### config.mk
export PLATFORM = sky130hd
export DESIGN_NAME = display_link_frame_engine_top
export DESIGN_NICKNAME = d
export VERILOG_FILES = /design/src/hw/rtl/dlfe_pkg.sv /design/src/hw/rtl/dlfe_front.sv /design/src/hw/rtl/dlfe_queue.sv /design/src/hw/rtl/dlfe_back.sv /design/src/hw/rtl/display_link_frame_engine_top.sv
export VERILOG_INCLUDE_DIRS = /design/src /design/src/hw/rtl
export SDC_FILE = /design/constraint.sdc
export NUM_CORES = 1
export LEC_CHECK = 0
export ABC_AREA = 1
export BUFFER_PORTS_ARGS = -buffer_cell sky130_fd_sc_hd__buf_2
export CORE_MARGIN = 1.5
export CORE_UTILIZATION = 58
export CTS_BUF_LIST = sky130_fd_sc_hd__clkbuf_4
export DETAILED_ROUTE_END_ITERATION = 6
export PLACE_DENSITY = 0.77
export RECOVER_POWER = 100
export REMOVE_ABC_BUFFERS = 1
export SLEW_MARGIN = 20
export SYNTH_ARGS = -nofsm -noshare
export SYNTH_HDL_FRONTEND = slang
export SYNTH_SLANG_ARGS = --single-unit
### constraint.sdc
create_clock -name clk -period 4.8 [get_ports clk]
set_input_delay 0.96 -clock clk [delete_from_list [all_inputs] [get_ports clk]]
set_output_delay 0.96 -clock clk [all_outputs]
set_load 0.01 [all_outputs]
### src/hw/rtl/display_link_frame_engine_top_macros.svh
// Assertion macros for the display link frame engine.
// Used by the queue and back-end modules; no other dependencies.
`ifndef DISPLAY_LINK_FRAME_ENGINE_TOP_MACROS_SVH
`define DISPLAY_LINK_FRAME_ENGINE_TOP_MACROS_SVH
`ifndef SYNTH
// same-cycle implication
`define DLFE_ASSERT_IMP(lbl, ck, rn, a, c) \
	lbl: assert property (@(posedge ck) disable iff (!rn) (a) |-> (c)) \
		else $error("assertion failed");
// next-cycle implication
`define DLFE_ASSERT_NEXT(lbl, ck, rn, a, c) \
	lbl: assert property (@(posedge ck) disable iff (!rn) (a) |=> (c)) \
		else $error("assertion failed");
// condition never holds
`define DLFE_ASSERT_NEVER(lbl, ck, rn, a) \
	lbl: assert property (@(posedge ck) disable iff (!rn) !(a)) \
		else $error("assertion failed");
`else
`define DLFE_ASSERT_IMP(lbl, ck, rn, a, c)
`define DLFE_ASSERT_NEXT(lbl, ck, rn, a, c)
`define DLFE_ASSERT_NEVER(lbl, ck, rn, a)
`endif
`endif

### src/hw/rtl/dlfe_pkg.sv
// Shared types and constants of the display link frame engine.
// No dependencies; used by every module of the block.
package dlfe_pkg;

	localparam logic [7:0] ACK_BYTE  = 8'h06;
	localparam logic [7:0] DC1_BYTE  = 8'h11;
	localparam logic [7:0] DC2_BYTE  = 8'h12;
	localparam logic [7:0] ESC_BYTE  = 8'h1B;
	localparam logic [7:0] ONE_BYTE  = 8'h01;
	localparam logic [7:0] REQ_BYTE  = 8'h53;
	localparam logic [7:0] POLL_BYTE = 8'h00;
	localparam logic [7:0] RD_SUM    = 8'(DC2_BYTE + ONE_BYTE + REQ_BYTE);

	localparam int QUEUE_DEPTH = 2;

	typedef enum logic [1:0] {
		CMD_WR_BEGIN = 2'd0,
		CMD_WR_BYTE  = 2'd1,
		CMD_RD_START = 2'd2,
		CMD_REPLY    = 2'd3
	} cmd_t;

	typedef enum logic [2:0] {
		ST_PROGRESS = 3'd0,
		ST_WR_ACK   = 3'd1,
		ST_WR_NACK  = 3'd2,
		ST_NOTHING  = 3'd3,
		ST_RD_DONE  = 3'd4,
		ST_ORDER    = 3'd5
	} status_t;

	typedef enum logic [2:0] {
		K_WR_HDR  = 3'd0,
		K_WR_PAY  = 3'd1,
		K_RD_REQ  = 3'd2,
		K_STATUS  = 3'd3,
		K_POLL    = 3'd4,
		K_RD_BYTE = 3'd5,
		K_RD_DONE = 3'd6
	} kind_t;

	// one classified input: the back end expands it into its result words
	typedef struct packed {
		kind_t       kind;
		logic        fin;
		logic [7:0]  b0;
		logic [7:0]  b1;
		status_t     st;
		logic [8:0]  cnt;
	} job_t;

	typedef struct packed {
		logic        tx_valid;
		logic [7:0]  tx_byte;
		logic        expects_reply;
		logic        rx_valid;
		logic [7:0]  rx_byte;
		logic        rx_last;
		logic [8:0]  read_count;
		status_t     st;
	} item_t;

endpackage

### src/hw/rtl/dlfe_front.sv
// Front end: accepts input words, tracks the protocol phase and classifies
// each word into a job. Depends on dlfe_pkg.
module dlfe_front (
	input  logic             clk,
	input  logic             arst_n,
	input  logic             in_valid,
	input  logic             q_full,
	input  logic [1:0]       command,
	input  logic [7:0]       data_byte,
	input  logic [7:0]       payload_length,
	input  logic             sbuf_line,
	output logic             push,
	output dlfe_pkg::job_t   job
);

	typedef enum logic [6:0] {
		PH_IDLE    = 7'b0000001,
		PH_WR_PAY  = 7'b0000010,
		PH_WR_ACK  = 7'b0000100,
		PH_RD_ACK  = 7'b0001000,
		PH_RD_DC1  = 7'b0010000,
		PH_RD_LEN  = 7'b0100000,
		PH_RD_DATA = 7'b1000000
	} phase_t;

	phase_t      phase_q, phase_d;
	logic [8:0]  rem_q, rem_d;
	logic [7:0]  sum_q, sum_d;
	logic [8:0]  dlv_q, dlv_d;

	logic [7:0]  len_byte;
	logic [7:0]  hdr_sum;
	logic [7:0]  pay_sum;
	logic [8:0]  rem_dec;
	logic [8:0]  dlv_inc;
	logic [7:0]  want;

	assign push     = in_valid && !q_full;
	assign len_byte = payload_length + 8'd1;
	assign hdr_sum  = dlfe_pkg::DC1_BYTE + len_byte + dlfe_pkg::ESC_BYTE;
	assign pay_sum  = sum_q + data_byte;
	assign rem_dec  = rem_q - 9'd1;
	assign dlv_inc  = dlv_q + 9'd1;
	assign want     = (phase_q == PH_RD_ACK) ? dlfe_pkg::ACK_BYTE : dlfe_pkg::DC1_BYTE;

	always_comb begin
		phase_d  = phase_q;
		rem_d    = rem_q;
		sum_d    = sum_q;
		dlv_d    = dlv_q;
		job      = '0;
		job.kind = dlfe_pkg::K_STATUS;
		job.st   = dlfe_pkg::ST_ORDER;
		case (dlfe_pkg::cmd_t'(command))
			dlfe_pkg::CMD_WR_BEGIN: begin
				if (phase_q == PH_IDLE) begin
					job.kind = dlfe_pkg::K_WR_HDR;
					job.b0   = len_byte;
					job.b1   = hdr_sum;
					job.fin  = (payload_length == 8'd0);
					job.st   = dlfe_pkg::ST_PROGRESS;
					sum_d    = hdr_sum;
					rem_d    = {1'b0, payload_length};
					phase_d  = (payload_length == 8'd0) ? PH_WR_ACK : PH_WR_PAY;
				end
			end
			dlfe_pkg::CMD_WR_BYTE: begin
				if (phase_q == PH_WR_PAY) begin
					job.kind = dlfe_pkg::K_WR_PAY;
					job.b0   = data_byte;
					job.b1   = pay_sum;
					job.fin  = (rem_dec == 9'd0);
					job.st   = dlfe_pkg::ST_PROGRESS;
					sum_d    = pay_sum;
					rem_d    = rem_dec;
					if (rem_dec == 9'd0)
						phase_d = PH_WR_ACK;
				end
			end
			dlfe_pkg::CMD_RD_START: begin
				if (phase_q == PH_IDLE) begin
					if (sbuf_line) begin
						job.st = dlfe_pkg::ST_NOTHING;
					end else begin
						job.kind = dlfe_pkg::K_RD_REQ;
						job.st   = dlfe_pkg::ST_PROGRESS;
						phase_d  = PH_RD_ACK;
					end
				end
			end
			dlfe_pkg::CMD_REPLY: begin
				if (phase_q == PH_WR_ACK) begin
					job.st  = (data_byte == dlfe_pkg::ACK_BYTE) ?
					          dlfe_pkg::ST_WR_ACK : dlfe_pkg::ST_WR_NACK;
					phase_d = PH_IDLE;
				end else if (phase_q == PH_RD_ACK || phase_q == PH_RD_DC1) begin
					if (data_byte != want) begin
						job.st  = dlfe_pkg::ST_NOTHING;
						phase_d = PH_IDLE;
					end else begin
						job.kind = dlfe_pkg::K_POLL;
						job.st   = dlfe_pkg::ST_PROGRESS;
						phase_d  = (phase_q == PH_RD_ACK) ? PH_RD_DC1 : PH_RD_LEN;
					end
				end else if (phase_q == PH_RD_LEN) begin
					job.kind = dlfe_pkg::K_POLL;
					job.st   = dlfe_pkg::ST_PROGRESS;
					rem_d    = {1'b0, data_byte} + 9'd1;
					dlv_d    = '0;
					phase_d  = PH_RD_DATA;
				end else if (phase_q == PH_RD_DATA) begin
					job.b0 = data_byte;
					rem_d  = rem_dec;
					dlv_d  = dlv_inc;
					if (rem_dec == 9'd0) begin
						job.kind = dlfe_pkg::K_RD_DONE;
						job.st   = dlfe_pkg::ST_RD_DONE;
						job.cnt  = dlv_inc;
						phase_d  = PH_IDLE;
					end else begin
						job.kind = dlfe_pkg::K_RD_BYTE;
						job.st   = dlfe_pkg::ST_PROGRESS;
					end
				end
			end
			default: begin
				job.st = dlfe_pkg::ST_ORDER;
			end
		endcase
	end

	always_ff @(posedge clk or negedge arst_n) begin
		if (!arst_n) begin
			phase_q <= PH_IDLE;
			rem_q   <= '0;
			sum_q   <= '0;
			dlv_q   <= '0;
		end else if (push) begin
			phase_q <= phase_d;
			rem_q   <= rem_d;
			sum_q   <= sum_d;
			dlv_q   <= dlv_d;
		end
	end

endmodule

### src/hw/rtl/dlfe_queue.sv
// Short job queue between front and back end, built from registers.
// Depends on dlfe_pkg and the assertion macro header.
`include "display_link_frame_engine_top_macros.svh"
module dlfe_queue #(
	parameter int DEPTH = dlfe_pkg::QUEUE_DEPTH
) (
	input  logic             clk,
	input  logic             arst_n,
	input  logic             push,
	input  dlfe_pkg::job_t   push_job,
	input  logic             pop,
	output logic             empty,
	output logic             full,
	output dlfe_pkg::job_t   head
);

	localparam int PW = (DEPTH > 1) ? $clog2(DEPTH) : 1;
	localparam int CW = $clog2(DEPTH + 1);

	dlfe_pkg::job_t   slot_q [DEPTH];
	logic [PW-1:0]    wr_ptr_q, rd_ptr_q;
	logic [CW-1:0]    cnt_q;

	function automatic logic [PW-1:0] ptr_next(input logic [PW-1:0] p);
		return (p == PW'(DEPTH - 1)) ? '0 : p + PW'(1);
	endfunction

	assign empty = (cnt_q == '0);
	assign full  = (cnt_q == CW'(DEPTH));
	assign head  = slot_q[rd_ptr_q];

	always_ff @(posedge clk) begin
		if (push)
			slot_q[wr_ptr_q] <= push_job;
	end

	always_ff @(posedge clk or negedge arst_n) begin
		if (!arst_n) begin
			wr_ptr_q <= '0;
			rd_ptr_q <= '0;
			cnt_q    <= '0;
		end else begin
			if (push)
				wr_ptr_q <= ptr_next(wr_ptr_q);
			if (pop)
				rd_ptr_q <= ptr_next(rd_ptr_q);
			if (push && !pop)
				cnt_q <= cnt_q + CW'(1);
			else if (pop && !push)
				cnt_q <= cnt_q - CW'(1);
		end
	end

	`DLFE_ASSERT_NEVER(a_no_push_full, clk, arst_n, push && full)
	`DLFE_ASSERT_NEVER(a_no_pop_empty, clk, arst_n, pop && empty)
	`DLFE_ASSERT_IMP(a_cnt_bound, clk, arst_n, 1'b1, cnt_q <= CW'(DEPTH))

endmodule

### src/hw/rtl/dlfe_back.sv
// Back end: expands queued jobs into result words, one per cycle unless the
// output stalls, into the output register. Depends on dlfe_pkg and the assertion macro header.
`include "display_link_frame_engine_top_macros.svh"
module dlfe_back (
	input  logic             clk,
	input  logic             arst_n,
	input  logic             q_empty,
	input  dlfe_pkg::job_t   head,
	output logic             pop,
	input  logic             out_stall,
	output logic             out_valid,
	output dlfe_pkg::item_t  item,
	output logic             item_last
);

	logic              head_valid;
	logic              load;
	logic              job_end;
	logic [2:0]        idx_q;
	logic [2:0]        head_len;
	dlfe_pkg::item_t   item_d;
	dlfe_pkg::item_t   item_q;
	logic              last_q;
	logic              valid_q;

	assign head_valid = !q_empty;
	assign load       = head_valid && (!valid_q || !out_stall);
	assign job_end    = (idx_q == head_len - 3'd1);
	assign pop        = load && job_end;

	always_comb begin
		case (head.kind)
			dlfe_pkg::K_WR_HDR: head_len = head.fin ? 3'd5 : 3'd3;
			dlfe_pkg::K_WR_PAY: head_len = head.fin ? 3'd3 : 3'd1;
			dlfe_pkg::K_RD_REQ: head_len = 3'd5;
			default:            head_len = 3'd1;
		endcase
	end

	// word idx_q of the head job
	always_comb begin
		item_d          = '0;
		item_d.st       = head.st;
		item_d.tx_valid = 1'b1;
		case (head.kind)
			dlfe_pkg::K_WR_HDR: begin
				case (idx_q)
					3'd0:    item_d.tx_byte = dlfe_pkg::DC1_BYTE;
					3'd1:    item_d.tx_byte = head.b0;
					3'd2:    item_d.tx_byte = dlfe_pkg::ESC_BYTE;
					3'd3:    item_d.tx_byte = head.b1;
					default: begin
						item_d.tx_byte       = dlfe_pkg::POLL_BYTE;
						item_d.expects_reply = 1'b1;
					end
				endcase
			end
			dlfe_pkg::K_WR_PAY: begin
				case (idx_q)
					3'd0:    item_d.tx_byte = head.b0;
					3'd1:    item_d.tx_byte = head.b1;
					default: begin
						item_d.tx_byte       = dlfe_pkg::POLL_BYTE;
						item_d.expects_reply = 1'b1;
					end
				endcase
			end
			dlfe_pkg::K_RD_REQ: begin
				case (idx_q)
					3'd0:    item_d.tx_byte = dlfe_pkg::DC2_BYTE;
					3'd1:    item_d.tx_byte = dlfe_pkg::ONE_BYTE;
					3'd2:    item_d.tx_byte = dlfe_pkg::REQ_BYTE;
					3'd3:    item_d.tx_byte = dlfe_pkg::RD_SUM;
					default: begin
						item_d.tx_byte       = dlfe_pkg::POLL_BYTE;
						item_d.expects_reply = 1'b1;
					end
				endcase
			end
			dlfe_pkg::K_POLL: begin
				item_d.tx_byte       = dlfe_pkg::POLL_BYTE;
				item_d.expects_reply = 1'b1;
			end
			dlfe_pkg::K_RD_BYTE: begin
				item_d.tx_byte       = dlfe_pkg::POLL_BYTE;
				item_d.expects_reply = 1'b1;
				item_d.rx_valid      = 1'b1;
				item_d.rx_byte       = head.b0;
			end
			dlfe_pkg::K_RD_DONE: begin
				item_d.tx_valid   = 1'b0;
				item_d.rx_valid   = 1'b1;
				item_d.rx_byte    = head.b0;
				item_d.rx_last    = 1'b1;
				item_d.read_count = head.cnt;
			end
			default: begin
				item_d.tx_valid = 1'b0;
			end
		endcase
	end

	always_ff @(posedge clk) begin
		if (load) begin
			item_q <= item_d;
			last_q <= job_end;
		end
	end

	always_ff @(posedge clk or negedge arst_n) begin
		if (!arst_n) begin
			valid_q <= 1'b0;
			idx_q   <= '0;
		end else begin
			if (!valid_q || !out_stall)
				valid_q <= head_valid;
			if (load)
				idx_q <= job_end ? 3'd0 : idx_q + 3'd1;
		end
	end

	assign out_valid = valid_q;
	assign item      = item_q;
	assign item_last = last_q;

	`DLFE_ASSERT_IMP(a_idx_in_job, clk, arst_n, head_valid, idx_q < head_len)
	`DLFE_ASSERT_NEXT(a_idx_clear, clk, arst_n, pop, idx_q == 3'd0)

endmodule

### src/hw/rtl/display_link_frame_engine_top.sv
// Display link frame engine: host-side framer for a byte-exchange display
// link. Each accepted input word yields one to five result words, delivered
// one per cycle from the output register while the output does not stall,
// so an input occupies the back end until all of the words it causes are
// delivered (five at most, one for replies and status). The front end takes
// a new input word every cycle while the job queue (QDEPTH entries) has room,
// also while a result is still stalled. No memory and no clearing pass after reset.
module display_link_frame_engine_top #(
	parameter int QDEPTH = dlfe_pkg::QUEUE_DEPTH
) (
	input  logic        clk,
	input  logic        arst_n,
	input  logic        in_valid,
	output logic        in_stall,
	input  logic [1:0]  command,
	input  logic [7:0]  data_byte,
	input  logic [7:0]  payload_length,
	input  logic        sbuf_line,
	output logic        out_valid,
	input  logic        out_stall,
	output logic        tx_valid,
	output logic [7:0]  tx_byte,
	output logic        expects_reply,
	output logic        rx_valid,
	output logic [7:0]  rx_byte,
	output logic        rx_last,
	output logic [8:0]  read_count,
	output logic [2:0]  status,
	output logic        item_last
);

	logic              push;
	logic              pop;
	logic              q_empty;
	logic              q_full;
	dlfe_pkg::job_t    push_job;
	dlfe_pkg::job_t    head;
	dlfe_pkg::item_t   item;

	assign in_stall = q_full;

	dlfe_front u_front (
		.clk            (clk),
		.arst_n         (arst_n),
		.in_valid       (in_valid),
		.q_full         (q_full),
		.command        (command),
		.data_byte      (data_byte),
		.payload_length (payload_length),
		.sbuf_line      (sbuf_line),
		.push           (push),
		.job            (push_job)
	);

	dlfe_queue #(
		.DEPTH (QDEPTH)
	) u_queue (
		.clk      (clk),
		.arst_n   (arst_n),
		.push     (push),
		.push_job (push_job),
		.pop      (pop),
		.empty    (q_empty),
		.full     (q_full),
		.head     (head)
	);

	dlfe_back u_back (
		.clk       (clk),
		.arst_n    (arst_n),
		.q_empty   (q_empty),
		.head      (head),
		.pop       (pop),
		.out_stall (out_stall),
		.out_valid (out_valid),
		.item      (item),
		.item_last (item_last)
	);

	assign tx_valid      = item.tx_valid;
	assign tx_byte       = item.tx_byte;
	assign expects_reply = item.expects_reply;
	assign rx_valid      = item.rx_valid;
	assign rx_byte       = item.rx_byte;
	assign rx_last       = item.rx_last;
	assign read_count    = item.read_count;
	assign status        = item.st;

endmodule

==> results.cfg <==
[outcome]
outcome = finished with violations
violations = capacitance limit, slew limit

[sta]
slew_headroom_pct = -51.3
max_freq_mhz = 266
worst_pin_slew_ns = 2.27
finalMaxSlewViolations = 147
skew_ns = 0.0228
setup_slack_ns = 1.04
period_needed_ns = 3.76
hold_violations = 0
setup_tns_ns = 0
rsz0062_at_grt = false
fin_crit_sh_pct = 78.4
setup_viol = 0

[worst_setup_path]
path_max_fanout = 23
worstPathRequired_ns = 5.26
end_kind = register
worst-endpoint-arrival_ns = 4.23
r2r_cells = 11
start_kind = register
crit_type = reg -> reg

[cts]
cts_root_buf = clkbuf_4
cts_hold_buf = 0
htreeDepth = 4
path_clk_slew_ns = 0.13
cts_tree = built
cts_buffers = 17
cts_resized = 0
insertion_delay_ns = 0.57
clock-sinks = 138
post_cts_buffers = 0
cts_buffer_depth = 2

[placement]
dp_slack_ns = 1.61
dp_hpwl_mm = 11.9
placed_area_um2 = 8070
gp_congestion = 0.959
portBuffers = 57

[routing]
wl_mm = 16.0
vias_per_cell = 5.42
first_pass_iters = 6
drc = 0
antenna_left = 0
wl_per_cell_um = 14.6
vias = 5939
drtIter0Drc = 561

[power_and_ir_drop]
ir_drop_mv = 0.251
leakage_nw = 3.47
powerDensity_nw_per_um2 = 556

[global_route]
grt_pass1_wl_mm = 26.3
grt_max_degree = 42
overflow = 0
antenna_found_initial = 0
grt_pass1_vias = 5537
grt_usage_pct = 24.0

[floorplanning]
initial_core_util_pct = 59.9
ios = 58
num_rows = 41
die_w_um = 117
dieArea_um2 = 13800
core_area_um2 = 12700
floorplan.die.height_um = 117

[finish]
final_core_util_pct = 64.7
antennaDiodeCount = 0
fin_nets = 955
design_area_um2 = 8200
fill_cells = 1103
syn_to_final_growth_pct = 7.98
drive_gt1_share_pct = 8.88

[worst_hold_path]
holdPathStages = 2
min_path_type = reg -> reg

[synth]
synth-main-ff-cell = edfxtp_1
yosysWarnings = 0
avgSynthCellArea_um2 = 9.03
ys_async_sr_fraction_pct = 29.7
synthesis.area_um2 = 7590
synth-edff-count = 97
yosysSeqAreaShare_pct = 51.9
synth_seq_cells = 138
syn_inst = 841
ys_types = 54

[job]
drv_cap = 4
==> report_power, final <==
group          switching [W]  total [W]  internal (W)
Sequential          0.000187    0.00197       0.00178
Combinational        0.00120    0.00173      0.000535
Clock               0.000438   0.000859      0.000420
==> cells in the mapped netlist, types with 2 or more instances <==
cell         n  area [µm²]
nand3_1     49         245
nor2_4       4        45.0
xnor2_1      5        43.8
or2_2        6        37.5
nor2_1      68         255
o22ai_1     18         113
nand4_1     19         119
buf_4        2        15.0
edfxtp_1    97        2910
buf_2        3        15.0
nor2_2       6        37.5
inv_2       10        37.5
ha_1        21         263
clkbuf_1     4        15.0
o221ai_1     3        26.3
nor2_8       2        40.0
nand3_4      2        35.0
a21oi_1     25         125
clkinv_1     2        7.51
o211ai_1     4        30.0
inv_1       82         308
xor2_1      10        87.6
o2111ai_1    5        43.8
nor3_1      14        70.1
o21ai_1     13        65.1
nand2_1    236         886
mux2i_1      9        90.1
o21ai_2      5        43.8
nand2_2      9        56.3
dfrtp_1     40        1000
nand3b_1     3        22.5
nand2_4      3        33.8
o21ai_0     40         200
nand4_4      2        42.5
==> cells by family after synthesis <==
kind of cell | synth area share (%)
muxes | 1.19
adders and majority gates | 3.73
and+or+nand+nor | 26.5
AOI/OAI and AO/OA | 9.40
buffers and inverters | 5.59
xor gates and xnor gates | 1.73
DFF | 51.9
==> final cells by class <==
class / instances / area (µm²) / share of cell area, %
sequential: 138 / 3940 / 48.1
multi-input combinational: 596 / 3090 / 37.7
inverter: 96 / 363 / 4.43
timing repair buffer: 61 / 256 / 3.13
tap: 172 / 215 / 2.63
clock inverter: 14 / 196 / 2.40
clock buffer: 18 / 135 / 1.65
==> metal layers <==
metal	vias to the layer above	routed length (µm)	global-route usage [%]
li1	3000	-	-
met1	2674	7230	32.7
met2	221	7180	37.1
met3	44	1160	5.64
met4	0	438	9.72
met5	-	0	0
==> worst paths after layout <==
kind | from | to | slack [ns]
worst max-delay path | u_queue.rd_ptr_q | u_queue.cnt_q[1] | 1.04
worst min register to register | u_front.sum_q[4] | u_front.sum_q[4] | 0.50
max in group asynchronous | arst_n | u_front.phase_q[3] | 2.45
worst max register to register | u_queue.rd_ptr_q | u_queue.cnt_q[1] | 1.04
worst min-delay path | u_front.sum_q[4] | u_front.sum_q[4] | 0.50
min in group asynchronous | arst_n | u_back.out_valid | 1.04
==> state kept, by name (all words and copies together) (netlist names) <==
signal            cells
u_front.sum_q         8
u_front.phase_q       7
u_queue.cnt_q         2
u_back.idx_q          3
u_front.rem_q         9
u_queue.wr_ptr_q      1
u_queue.rd_ptr_q      1
u_front.dlv_q         9
u_back.item          32
u_back.out_valid      1
u_back.item_last      1
u_queue.slot_q       64
==> placed cells by master (no fill, tap or decap), types with 10 or more instances in the layout <==
| cell | count |
|---|---|
| a21oi_1 | 25 |
| buf_2 | 19 |
| clkbuf_1 | 41 |
| clkbuf_4 | 18 |
| dfrtp_1 | 40 |
| edfxtp_1 | 97 |
| ha_1 | 21 |
| inv_1 | 87 |
| nand2_1 | 244 |
| nand3_1 | 52 |
| nand4_1 | 20 |
| nor2_1 | 72 |
| nor3_1 | 14 |
| o21ai_0 | 50 |
| o22ai_1 | 18 |
| xor2_1 | 10 |
==> worst max-delay path: stages (launching register included) <==
cell	delay (ns)
dfrtp_1	0.86
inv_1	0.57
nand2_1	0.22
nand2_1	0.15
nor2_1	0.56
o21ai_0	0.20
xor2_1	0.25
nand3_1	0.14
ha_1	0.33
a21oi_1	0.11
o21ai_0	0.11
xor2_1	0.15
==> metrics by stage <==
step | instances | total power, W | hold WS (ns)
finish | 1095 | 0.00456 | 0.501
global route | 1095 | 0.00489 | 0.534
CTS | 1095 | 0.00465 | 0.505
detailed placement | 1063 | 0.00379 | 0.473
global placement | 1063 | 0.00376 | 0.467
floorplan | 830 | 0.00327 | 0.453
Note: power is estimated with default switching activity, not from simulation.
